## src/hw/rtl/cffa_ram.sv

```systemverilog
// Generic single-clock RAM: one write port, one read port, registered read data.
`default_nettype none

module cffa_ram #(
  parameter int unsigned Width = 8,
  parameter int unsigned Depth = 16
) (
  input  wire logic                     clk_i,
  input  wire logic                     we_i,
  input  wire logic [$clog2(Depth)-1:0] waddr_i,
  input  wire logic [Width-1:0]         wdata_i,
  input  wire logic [$clog2(Depth)-1:0] raddr_i,
  output logic      [Width-1:0]         rdata_o
);

  logic [Width-1:0] mem_q [Depth];

  // Write, and read the old contents on a same-address collision
  always_ff @(posedge clk_i) begin
    if (we_i) begin
      mem_q[waddr_i] <= wdata_i;
    end
    rdata_o <= mem_q[raddr_i];
  end

endmodule

`default_nettype wire

```

## config.mk

```make
export PLATFORM = sky130hd
export DESIGN_NAME = cffa_ram
export DESIGN_NICKNAME = d
export VERILOG_FILES = /design/src/hw/rtl/cffa_ram.sv
export SDC_FILE = /design/constraint.sdc
export NUM_CORES = 1
export LEC_CHECK = 0
export BUFFER_PORTS_ARGS = -buffer_cell sky130_fd_sc_hd__clkbuf_2
export CAP_MARGIN = 20
export CORE_MARGIN = 8
export CORE_UTILIZATION = 65
export DETAILED_ROUTE_END_ITERATION = 12
export PLACE_DENSITY = 0.84
export SYNTH_ARGS = -nofsm -noshare
export SYNTH_HDL_FRONTEND = slang
export SYNTH_SLANG_ARGS = --single-unit
```

## constraint.sdc

```tcl
create_clock -name clk_i -period 3.8 [get_ports clk_i]
set_input_delay 0.38 -clock clk_i [delete_from_list [all_inputs] [get_ports clk_i]]
set_output_delay 0.38 -clock clk_i [all_outputs]
set_load 0.005 [all_outputs]
```

# --- Yosys cells after proc, flatten, opt, wreduce, memory -nomap -nowiden ---
# Memory sizes are Yosys's and may differ from the RTL's. A register that Yosys moved wholly into a read port is not among the register bits.
# Index checks and enable logic that the tools add are counted.
classes:
  mux: 2
ops:
  columns: ["cell", "n"]
  rows:
  - ["1-bit two-way mux", 2]
totals:
  out_inout_bits: 8
  mem_count: 1
  ramBits: 128
  reg_bits: 0
  in_bits: 18
  wordCells: 3
memory_table:
  columns: ["name", "words", "word_bits", "rd", "rd_clocked_by_memory_dff", "wr", "line", "rtl"]
  rows:
  - ["mem_q", 16, 8, 1, 1, 1, "16", "logic [Width-1:0] mem_q [Depth];"]

# --- Depth between registers and ports, before layout ---
# Gate-level depths: netlist of the first run.
depth:
  word_depth: 2
  ltp_mapped: 5
  depth_no_buf: 3

# --- Worst setup path after synthesis of the first run ---
# Ideal clock, no wire load.
synth_path:
  kind: "input to register"
  startpoint: "input port waddr_i[2]"
  endpoint: "memory mem_q[0][0], enable pin"
  path_stages: 2
  t_required_ns: 3.417
  path_buffers: 0
  setup_ns: 0.383
  setup_slack_ns: 1.927
  arrival_time_ns: 1.490
  cell_sequence: "or3b_2 > nor3_1"
synth_rtl:
  columns: ["item", "line", "rtl"]
  rows:
  - ["start: declaration", "10", "input wire logic [$clog2(Depth)-1:0] waddr_i,"]
  - ["end: declaration", "16", null]
# No word-level cell before the write port.

==> results of run 1 <==
## power groups by stage
stage / Sequential (mW) / Clock [mW] / Combinational (mW)
6_report: 1.69 / 1.79 / 0.147
3_3_place_gp: 1.72 / 0 / 0.140
4_1_cts: 1.69 / 1.80 / 0.148
3_5_place_dp: 1.72 / 0 / 0.144
2_1_floorplan: 1.72 / 0 / 0.0851
5_1_grt: 1.69 / 1.87 / 0.158
## routing by layer
layer  track usage  wire length (um)
met5             0                 0
met4       0.09174               252
met3       0.06265               677
met2        0.3149              5201
met1        0.2453              4135
## worst min-delay path by stage
| stage | start | end | slack (ns) |
|---|---|---|---|
| after floorplan | wdata_i[0] | mem_q[0][0]$_DFFE_PP_ | 0.48 |
| after global placement | mem_q[12][0]$_DFFE_PP_ | rdata_o[0]$_DFF_P_ | 0.65 |
| after detailed placement | mem_q[14][0]$_DFFE_PP_ | rdata_o[0]$_DFF_P_ | 0.65 |
| after CTS | wdata_i[4] | mem_q[12][4]$_DFFE_PP_ | 0.26 |
| after global routing | wdata_i[4] | mem_q[0][4]$_DFFE_PP_ | 0.29 |
| final | wdata_i[0] | mem_q[5][0]$_DFFE_PP_ | 0.29 |
## critical path, cell delays in order
cell      delay, ns
clkbuf_2       0.38
buf_4          0.34
mux4_1         0.58
a22oi_1        0.27
nand2_1        0.10
## cells by family (layout without fill, tap and decap cells)
family	Yosys count	count (layout)	share of synthesized area
compound gates	16	16	0.02334
buf+inv	10	63	0.01677
flops	136	136	0.7778
mux	32	32	0.1502
simple gates	35	35	0.03184
## stage by stage
stage | total power, mW | utilization | setup slack [ns] | hold slack, ns
floorplan | 1.801 | - | 1.927 | 0.4789
global placement | 1.858 | 0.6971 | 1.647 | 0.6511
detailed placement | 1.863 | 0.6971 | 1.616 | 0.6534
CTS | 3.640 | 0.7819 | 2.107 | 0.2643
global route | 3.719 | 0.7819 | 2.042 | 0.2859
finish | 3.631 | 0.7819 | 2.152 | 0.2882
## registers in the layout (all words and copies together) (netlist names)
name / count
mem_q: 128
rdata_o: 8
## cells in the mapped netlist (2+ instances only)
cell type / n / area (sq um)
edfxtp_1: 128 / 3844
mux4_2: 18 / 405.4
a22oi_1: 16 / 120.1
mux4_1: 14 / 367.9
nor2_1: 13 / 48.80
nand2_1: 9 / 33.78
dfxtp_1: 8 / 160.2
nor3_1: 4 / 20.02
buf_2: 3 / 15.01
buf_6: 3 / 33.78
clkdlybuf4s25_2: 3 / 30.03
nand2b_1: 2 / 12.51
nand3b_1: 2 / 15.01
## cell type report
cell class / count / area, sq um
Multi-Input combinational cell: 83 / 1057
Timing Repair Buffer: 31 / 170.2
Clock buffer: 20 / 425.4
Tap cell: 102 / 127.6
Clock inverter: 12 / 226.5
Fill cell: 401 / 1677
Sequential cell: 136 / 4004
## placed cells by master (no fill, tap or decap)
cell	Yosys	final
nor3_1	4	4
and2b_1	1	1
mux4_2	18	18
clkinv_4	0	3
edfxtp_1	128	128
and2_1	1	1
nand3_1	1	1
nand2b_1	2	2
clkinvlp_4	0	2
or3b_2	1	1
nand3b_1	2	2
clkbuf_1	0	3
clkbuf_8	0	1
clkbuf_16	0	16
clkinv_2	0	1
dfxtp_1	8	8
clkbuf_2	0	25
a22oi_1	16	16
nor2b_1	1	1
buf_4	1	6
nand2_1	9	9
bufinv_16	0	6
nor2_1	13	13
mux4_1	14	14
==> flow_summary.json, run 1 <==
{
  "status": "finished clean",
  "gp_congestion": 0.7125,
  "startpoint": "raddr_i[0]",
  "grt_max_degree": 33,
  "cellPowerDensity_nw_per_um2": 604.1,
  "clockBufferDepth": 2,
  "drtIter0Drc": 205,
  "tns_ns": 0,
  "syn_area_per_cell_sq_um": 22.48,
  "p_comb_frac": 0.040,
  "htreeDepth": 4,
  "ys_seq_area_frac": 0.7778,
  "ir_drop_uv": 415.1,
  "slew_headroom": 0.3531,
  "rsz0062_at_grt": "no",
  "grt_usage": 0.1985,
  "grt_pass1_vias": 2584,
  "crit_end": "rdata_o[3]$_DFF_P_",
  "crit_arrival_ns": 2.06,
  "reg2reg_slack_ns": 2.41,
  "rows": 32,
  "crit_path_start_kind": "primary input",
  "cp_max_fo": 14,
  "post-cts-setup-buffers": 0,
  "synth-seq-cells": 136,
  "end_kind": "register",
  "die_x_um": 105.0,
  "nets": 287,
  "maxCapViolations": 0,
  "seqPwrFrac": 0.465,
  "async_flop_share": 0,
  "clk_latency_ns": 0.52,
  "cts_resized": 0,
  "hold_path_class": "in -> reg",
  "switching_share": 0.1906,
  "synth_edf_count": 128,
  "antenna_found_initial": 0,
  "p_int_mw": 2.939,
  "die-area_sq_um": 11020,
  "timing.rr.end": "rdata_o[6]$_DFF_P_",
  "min_period_ns": 1.648,
  "drive_gt1_frac": 0.2801,
  "ant_nets": 0,
  "final_area_sq_um": 6011,
  "leakage_nw": 2.038,
  "syn_nets": 247,
  "avgRoutedWirePerCell_um": 26.73,
  "synthCells": 229,
  "fmax_ghz": 0.6067,
  "dpl_cell_area_sq_um": 5359,
  "initial_utilization": 0.6696,
  "hold_viol": 0,
  "die_y_um": 105.0,
  "port_buffers": 25,
  "diodes": 0,
  "drc": 0,
  "skew_ns": 0.01096,
  "power_frac_clock": 0.494,
  "path_clk_slew_ns": 0.06,
  "ys_warn_count": 0,
  "wl_um": 10270,
  "cts_sinks": 136,
  "finalCritPeriodShare": 0.4337,
  "drt_first_pass_iters": 5,
  "io_pins": 26,
  "required_ns": 4.21,
  "via_per_inst": 6.458,
  "cts_hold_buf": 0,
  "cts_tree": "built",
  "syn_area_sq_um": 5147,
  "p_switching_mw": 0.6920,
  "holdPathStages": 1,
  "gr-total-overflow": 0,
  "syn2layout_area_growth_pct": 16.77,
  "worst_pin_slew_ns": 0.9667,
  "critical_path_class": "in -> reg",
  "routed-via-count": 2480,
  "cts_buffers": 17,
  "coreArea_sq_um": 7687,
  "setup_viol": 0,
  "hpwl_um": 5707,
  "synth_cell_types": 19,
  "reg2reg_depth": 3,
  "cts_root_buf": "clkbuf_8",
  "instances_no_fill": 384,
  "synth_ff_type": "edfxtp_1",
  "slew_viol_final": 0,
  "placed_cells": 352,
  "grt_pass1_wl_um": 15390,
  "crit-reg2reg-launch": "mem_q[11][6]$_DFFE_PP_"
}
(Power assumes the default switching activity.)
==> run 2: changes to the inputs <==
- CORE_UTILIZATION: 65 -> 60
- PLACE_DENSITY: 0.84 -> 0.78
- clock period: 3.8 -> 1.7 ns (I/O delays scaled with it)
==> run 2 against run 1 <==
Effect of this change:
- clock skew shrank 0.0036 ns
- die area grew 7.0%
- cell count rose by 4.7%
- wire length shrank 1.5%
- power grew 110%
- core utilization fell by 4.7 points
- sequential cell count unchanged
- clock power up 92%
- clock-buffer cell count grew 2
- critical endpoint is now rdata_o[2]$_DFF_P_
- register-to-register slack got worse by 2.2 ns
- global-route usage shrank 1.3 points
==> flow_summary.json, run 2 (synthesis results as in run 1) <==
{
  "n_fill_cell": 467,
  "end_kind": "register",
  "cts_buffers": 17,
  "hold_viol": 0,
  "crit_chain": "mux4_1 -> a22oi_1 -> nand2_1",
  "grtUsageMet3": 0.05428,
  "port_buffers": 25,
  "tns_ns": 0,
  "rows": 33,
  "grt_pass1_wl_um": 15240,
  "register_area_sq_um": 4004,
  "dpl_cell_area_sq_um": 5513,
  "rsz0062_at_grt": "no",
  "ir_drop_uv": 855.9,
  "top_regs": "mem_q x128, rdata_o x8",
  "leakage_nw": 2.095,
  "placed_cells": 370,
  "drive_gt1_frac": 0.3131,
  "crit_path_start_kind": "register",
  "use_met2": 0.2890,
  "post-cts-setup-buffers": 0,
  "drc": 0,
  "cp_max_fo": 1,
  "skew_ns": 0.007394,
  "cts_hold_buf": 0,
  "routed-via-count": 2470,
  "required_ns": 2.09,
  "crit_arrival_ns": 1.88,
  "final_common_cell": "edfxtp_1",
  "gr-usage-met1": 0.2402,
  "setup_viol": 0,
  "ant_nets": 0,
  "cts_sinks": 136,
  "die_x_um": 108.6,
  "cts_root_buf": "clkbuf_8",
  "final_area_sq_um": 6070,
  "multi_input_area_sq_um": 1057,
  "drtIter0Drc": 210,
  "hold_path_class": "in -> reg",
  "maxCapViolations": 0,
  "drt_first_pass_iters": 4,
  "gp_congestion": 0.7068,
  "clockBufferDepth": 2,
  "final_core_util": 0.7350,
  "hpwl_um": 5875,
  "grt_max_degree": 33,
  "critical_path_class": "reg -> reg",
  "grt_usage": 0.1857,
  "cts_resized": 0,
  "fmax_ghz": 0.6724,
  "via_per_inst": 6.144,
  "finalCritPeriodShare": 0.8748,
  "nets": 302,
  "diodes": 0,
  "avgRoutedWirePerCell_um": 25.15,
  "die_y_um": 108.6,
  "cp_slowest_cell": "mux4_1",
  "die-area_sq_um": 11800,
  "clk_latency_ns": 0.51,
  "instances_no_fill": 402,
  "gr-total-overflow": 0,
  "syn2layout_area_growth_pct": 17.91,
  "wl_um": 10110,
  "slew_headroom": 0.7226,
  "largest-register": "mem_q",
  "cts_tree": "built",
  "p_total_mw": 7.556,
  "grt_pass1_vias": 2600,
  "largest_reg_flops": 128,
  "antenna_found_initial": 0,
  "worst_pin_slew_ns": 0.4160,
  "min_period_ns": 1.487,
  "cellPowerDensity_nw_per_um2": 1245,
  "io_pins": 26,
  "htreeDepth": 4,
  "slew_viol_final": 0,
  "initial_utilization": 0.6233,
  "final_cell_mix": "edfxtp_1 (128), clkbuf_2 (25), mux4_2 (18), buf_4 (18)",
  "status": "finished clean",
  "cpPeakStageDelay_ns": 0.54,
  "path_clk_slew_ns": 0.06,
  "grt.busiest_layer": "met2",
  "coreArea_sq_um": 8258
}
## run 2: cell type report
type,instances,area share
timing repair buffer,46,0.05277
clock inverter,10,0.01711
sequential,136,0.6597
tap,105,0.02165
clock buffer,22,0.07462
multi-input combinational,83,0.1742
## run 2: worst max-delay path: cells and delay by family, from the launching register on
family / cells / cell delay (ns)
compound gates: 1 / 0.35
simple gates: 1 / 0.10
flops: 1 / 0.38
mux: 1 / 0.54
## run 2: where the power goes
group          internal, mW  switching (mW)  leakage (nW)
clock network          2.14            1.29         0.272
logic                 0.156           0.191         0.599
registers              3.75          0.0270          1.22
total                  6.05            1.51          2.09
## run 2: path summary, 6_finish.rpt
kind                               from               endpoint  slack (ns)  cells past startpoint
setup / recovery  mem_q[1][2]$_DFFE_PP_     rdata_o[2]$_DFF_P_        0.21                      3
setup reg to reg  mem_q[1][2]$_DFFE_PP_     rdata_o[2]$_DFF_P_        0.21                      3
hold reg to reg   mem_q[6][4]$_DFFE_PP_     rdata_o[4]$_DFF_P_        0.69                      3
hold / removal               wdata_i[4]  mem_q[1][4]$_DFFE_PP_        0.09                      1
## run 2: stage by stage
step	hold WS [ns]	setup WS, ns
6_report	0.08631	0.2128
4_1_cts	0.08667	0.2178
3_3_place_gp	0.5474	0.1410
5_1_grt	0.06917	0.1924
2_1_floorplan	0.2689	0.03713
3_5_place_dp	0.5427	0.07659
## run 2: layer usage
layer  up-vias  wire length (um)
li1       1081                 -
met1      1282              4142
met2        93              5069
met3        14               748
met4         0               148
met5         -                 0
==> run 3: changes to the inputs <==
- ABC_AREA: default -> 1
- CORE_UTILIZATION: 60 -> 61
- PLACE_DENSITY: 0.78 -> 0.77
==> run 3 against run 2 <==
Effect of this change:
- die area increased by 8.7%
- via count increased by 61%
- sequential share of layout area decreased by 6.2 points
- critical path depth decreased by 2
- clock skew increased by 0.0010 ns
- largest cell class unchanged
- highest routed layer unchanged
==> flow_summary.json, run 3 <==
{
  "final_common_cell": "nand2_1",
  "slew_viol_final": 0,
  "crit_path_start_kind": "register",
  "diodes": 0,
  "drtIter0Drc": 410,
  "end_kind": "primary output",
  "die_x_um": 113.2,
  "synth_ff_type": "edfxtp_1",
  "startpoint": "rdata_o[3]$_DFF_P_",
  "synthCells": 551,
  "drive_gt1_frac": 0.1289,
  "largest-register": "mem_q",
  "crit-reg2reg-launch": "mem_q[1][1]$_DFFE_PP_",
  "top_regs": "mem_q x128, rdata_o x8",
  "reg2reg_depth": 6,
  "switching_share": 0.2088,
  "ir_drop_uv": 834.6,
  "crit_arrival_ns": 1.02,
  "via_per_inst": 5.560,
  "path_clk_slew_ns": 0.06,
  "synth_top_cell_by_area": "edfxtp_1",
  "hpwl_um": 7689,
  "slew_headroom": 0.5906,
  "tns_ns": 0,
  "synthTopCellsByArea": "edfxtp_1 (67%), nand2_1 (11%), nand3_1 (8.4%), inv_1 (6.5%), dfxtp_1 (2.8%)",
  "finalCritPeriodShare": 0.6974,
  "cellPowerDensity_nw_per_um2": 1219,
  "cts_buffers": 17,
  "power_frac_clock": 0.480,
  "p_int_mw": 6.455,
  "cp_max_fo": 1,
  "critPathTopFamily": "flip-flops",
  "cts_root_buf": "clkbuf_8",
  "grt_pass1_wl_um": 21030,
  "reg2reg_slack_ns": 0.62,
  "worst_pin_slew_ns": 0.6133,
  "grt_max_degree": 65,
  "cts_resized": 0,
  "crit_buf_inv": 1,
  "initial_utilization": 0.6271,
  "cp_slowest_cell": "dfxtp_1",
  "syn_area_sq_um": 5767,
  "cts_tree": "built",
  "rows": 35,
  "rsz0062_at_grt": "no",
  "wl_um": 13180,
  "ant_nets": 0,
  "min_period_ns": 1.186,
  "synth_edf_count": 128,
  "crit_chain": "clkbuf_2",
  "cp.depth": 1,
  "leakage_nw": 2.945,
  "nets": 610,
  "drt_first_pass_iters": 5,
  "status": "finished clean",
  "gr-total-overflow": 0,
  "synth_top_area_share": 0.6665,
  "hold_path_class": "in -> reg",
  "syn_nets": 569,
  "io_pins": 26,
  "cts_hold_buf": 0,
  "synth_cell_types": 12,
  "post-cts-setup-buffers": 0,
  "ys_warn_count": 0,
  "die-area_sq_um": 12820,
  "ys_seq_area_frac": 0.6943,
  "antenna_found_initial": 0,
  "drc": 0,
  "crit_end": "rdata_o[3]",
  "syn2layout_area_growth_pct": 16.10,
  "p_comb_frac": 0.057,
  "synth.most_common_cell": "nand2_1",
  "timing.rr.end": "rdata_o[1]$_DFF_P_",
  "n_fill_cell": 590,
  "async_flop_share": 0,
  "cpPeakStageDelay_ns": 0.36,
  "cts_sinks": 136,
  "largest_reg_flops": 128,
  "multi_input_area_sq_um": 1214,
  "hold_viol": 0,
  "seqPwrFrac": 0.462,
  "clk_latency_ns": 0.52,
  "critical_path_class": "reg -> out",
  "register_area_sq_um": 4004,
  "htreeDepth": 4,
  "port_buffers": 25,
  "maxCapViolations": 0,
  "coreArea_sq_um": 9196,
  "fmax_ghz": 0.8435,
  "synth-seq-cells": 136,
  "placed_cells": 684,
  "required_ns": 1.53,
  "instances_no_fill": 716,
  "grt_pass1_vias": 3975,
  "die_y_um": 113.2,
  "final_cell_mix": "nand2_1 (173), edfxtp_1 (128), inv_1 (100), nand3_1 (97), clkbuf_2 (25)",
  "p_switching_mw": 1.704,
  "synthTopCellsByCount": "nand2_1 (173), edfxtp_1 (128), inv_1 (100)",
  "setup_viol": 0,
  "routed-via-count": 3981,
  "avgRoutedWirePerCell_um": 18.41,
  "gp_congestion": 0.8136,
  "skew_ns": 0.008399,
  "syn_area_per_cell_sq_um": 10.47,
  "clockBufferDepth": 2,
  "grt_usage": 0.2187
}
## run 3: cell type report
| cell class | instances | area share |
|---|---|---|
| Clock buffer | 20 | 0.06503 |
| Timing Repair Buffer | 46 | 0.04784 |
| Sequential cell | 136 | 0.5980 |
| Tap cell | 111 | 0.02074 |
| Clock inverter | 12 | 0.02990 |
| Multi-Input combinational cell | 289 | 0.1813 |
| Inverter | 102 | 0.05719 |
## run 3: worst min-delay path by stage
| stage | startpoint | slack, ns | endpoint | cells after the start |
|---|---|---|---|---|
| 2_1_floorplan | wdata_i[0] | 0.27 | mem_q[0][0]$_DFFE_PP_ | 0 |
| 3_3_place_gp | rdata_o[7]$_DFF_P_ | 0.56 | rdata_o[7] | 1 |
| 3_5_place_dp | rdata_o[0]$_DFF_P_ | 0.55 | rdata_o[0] | 1 |
| 4_1_cts | raddr_i[3] | 0.04 | rdata_o[3]$_DFF_P_ | 3 |
| 5_1_grt | raddr_i[3] | 0.07 | rdata_o[5]$_DFF_P_ | 3 |
| 6_report | raddr_i[3] | 0.07 | rdata_o[3]$_DFF_P_ | 3 |
## run 3: per-stage QoR
stage                     area (sq um)  total power, mW    util  hold slack (ns)  setup WS, ns
after floorplan                   5767            4.103       -           0.2689        0.5792
after global placement            6060            4.285  0.6589           0.5580        0.3877
after detailed placement          6060            4.301  0.6589           0.5538        0.3601
after CTS                         6695            8.181  0.7280          0.04077        0.4834
after global routing              6695            8.356  0.7280          0.06977        0.4870
final                             6695            8.159  0.7280          0.06892        0.5144
## run 3: power by group through the flow
stage	Sequential, mW	Combinational, mW	Clock, mW
after floorplan	3.84	0.264	0
after global placement	3.84	0.444	0
after detailed placement	3.84	0.458	0
after CTS	3.77	0.466	3.94
after global routing	3.78	0.515	4.06
final	3.77	0.467	3.92
## run 3: logic make-up (layout without fill, tap and decap cells)
family	after synthesis	count (layout)	synth area share
AND/OR/NAND/NOR	289	289	0.2105
buffers and inverters	126	180	0.09525
flip-flops	136	136	0.6943
## run 3: per-layer routing
layer / share of wire / up-vias / wire, um / track usage
met1: 0.41 / 1906 / 5367 / 0.2779
met4: 0.021 / 0 / 283 / 0.09147
met3: 0.086 / 24 / 1136 / 0.05112
met5: 0 / - / 0 / 0
li1: - / 1860 / - / -
met2: 0.49 / 191 / 6393 / 0.3532
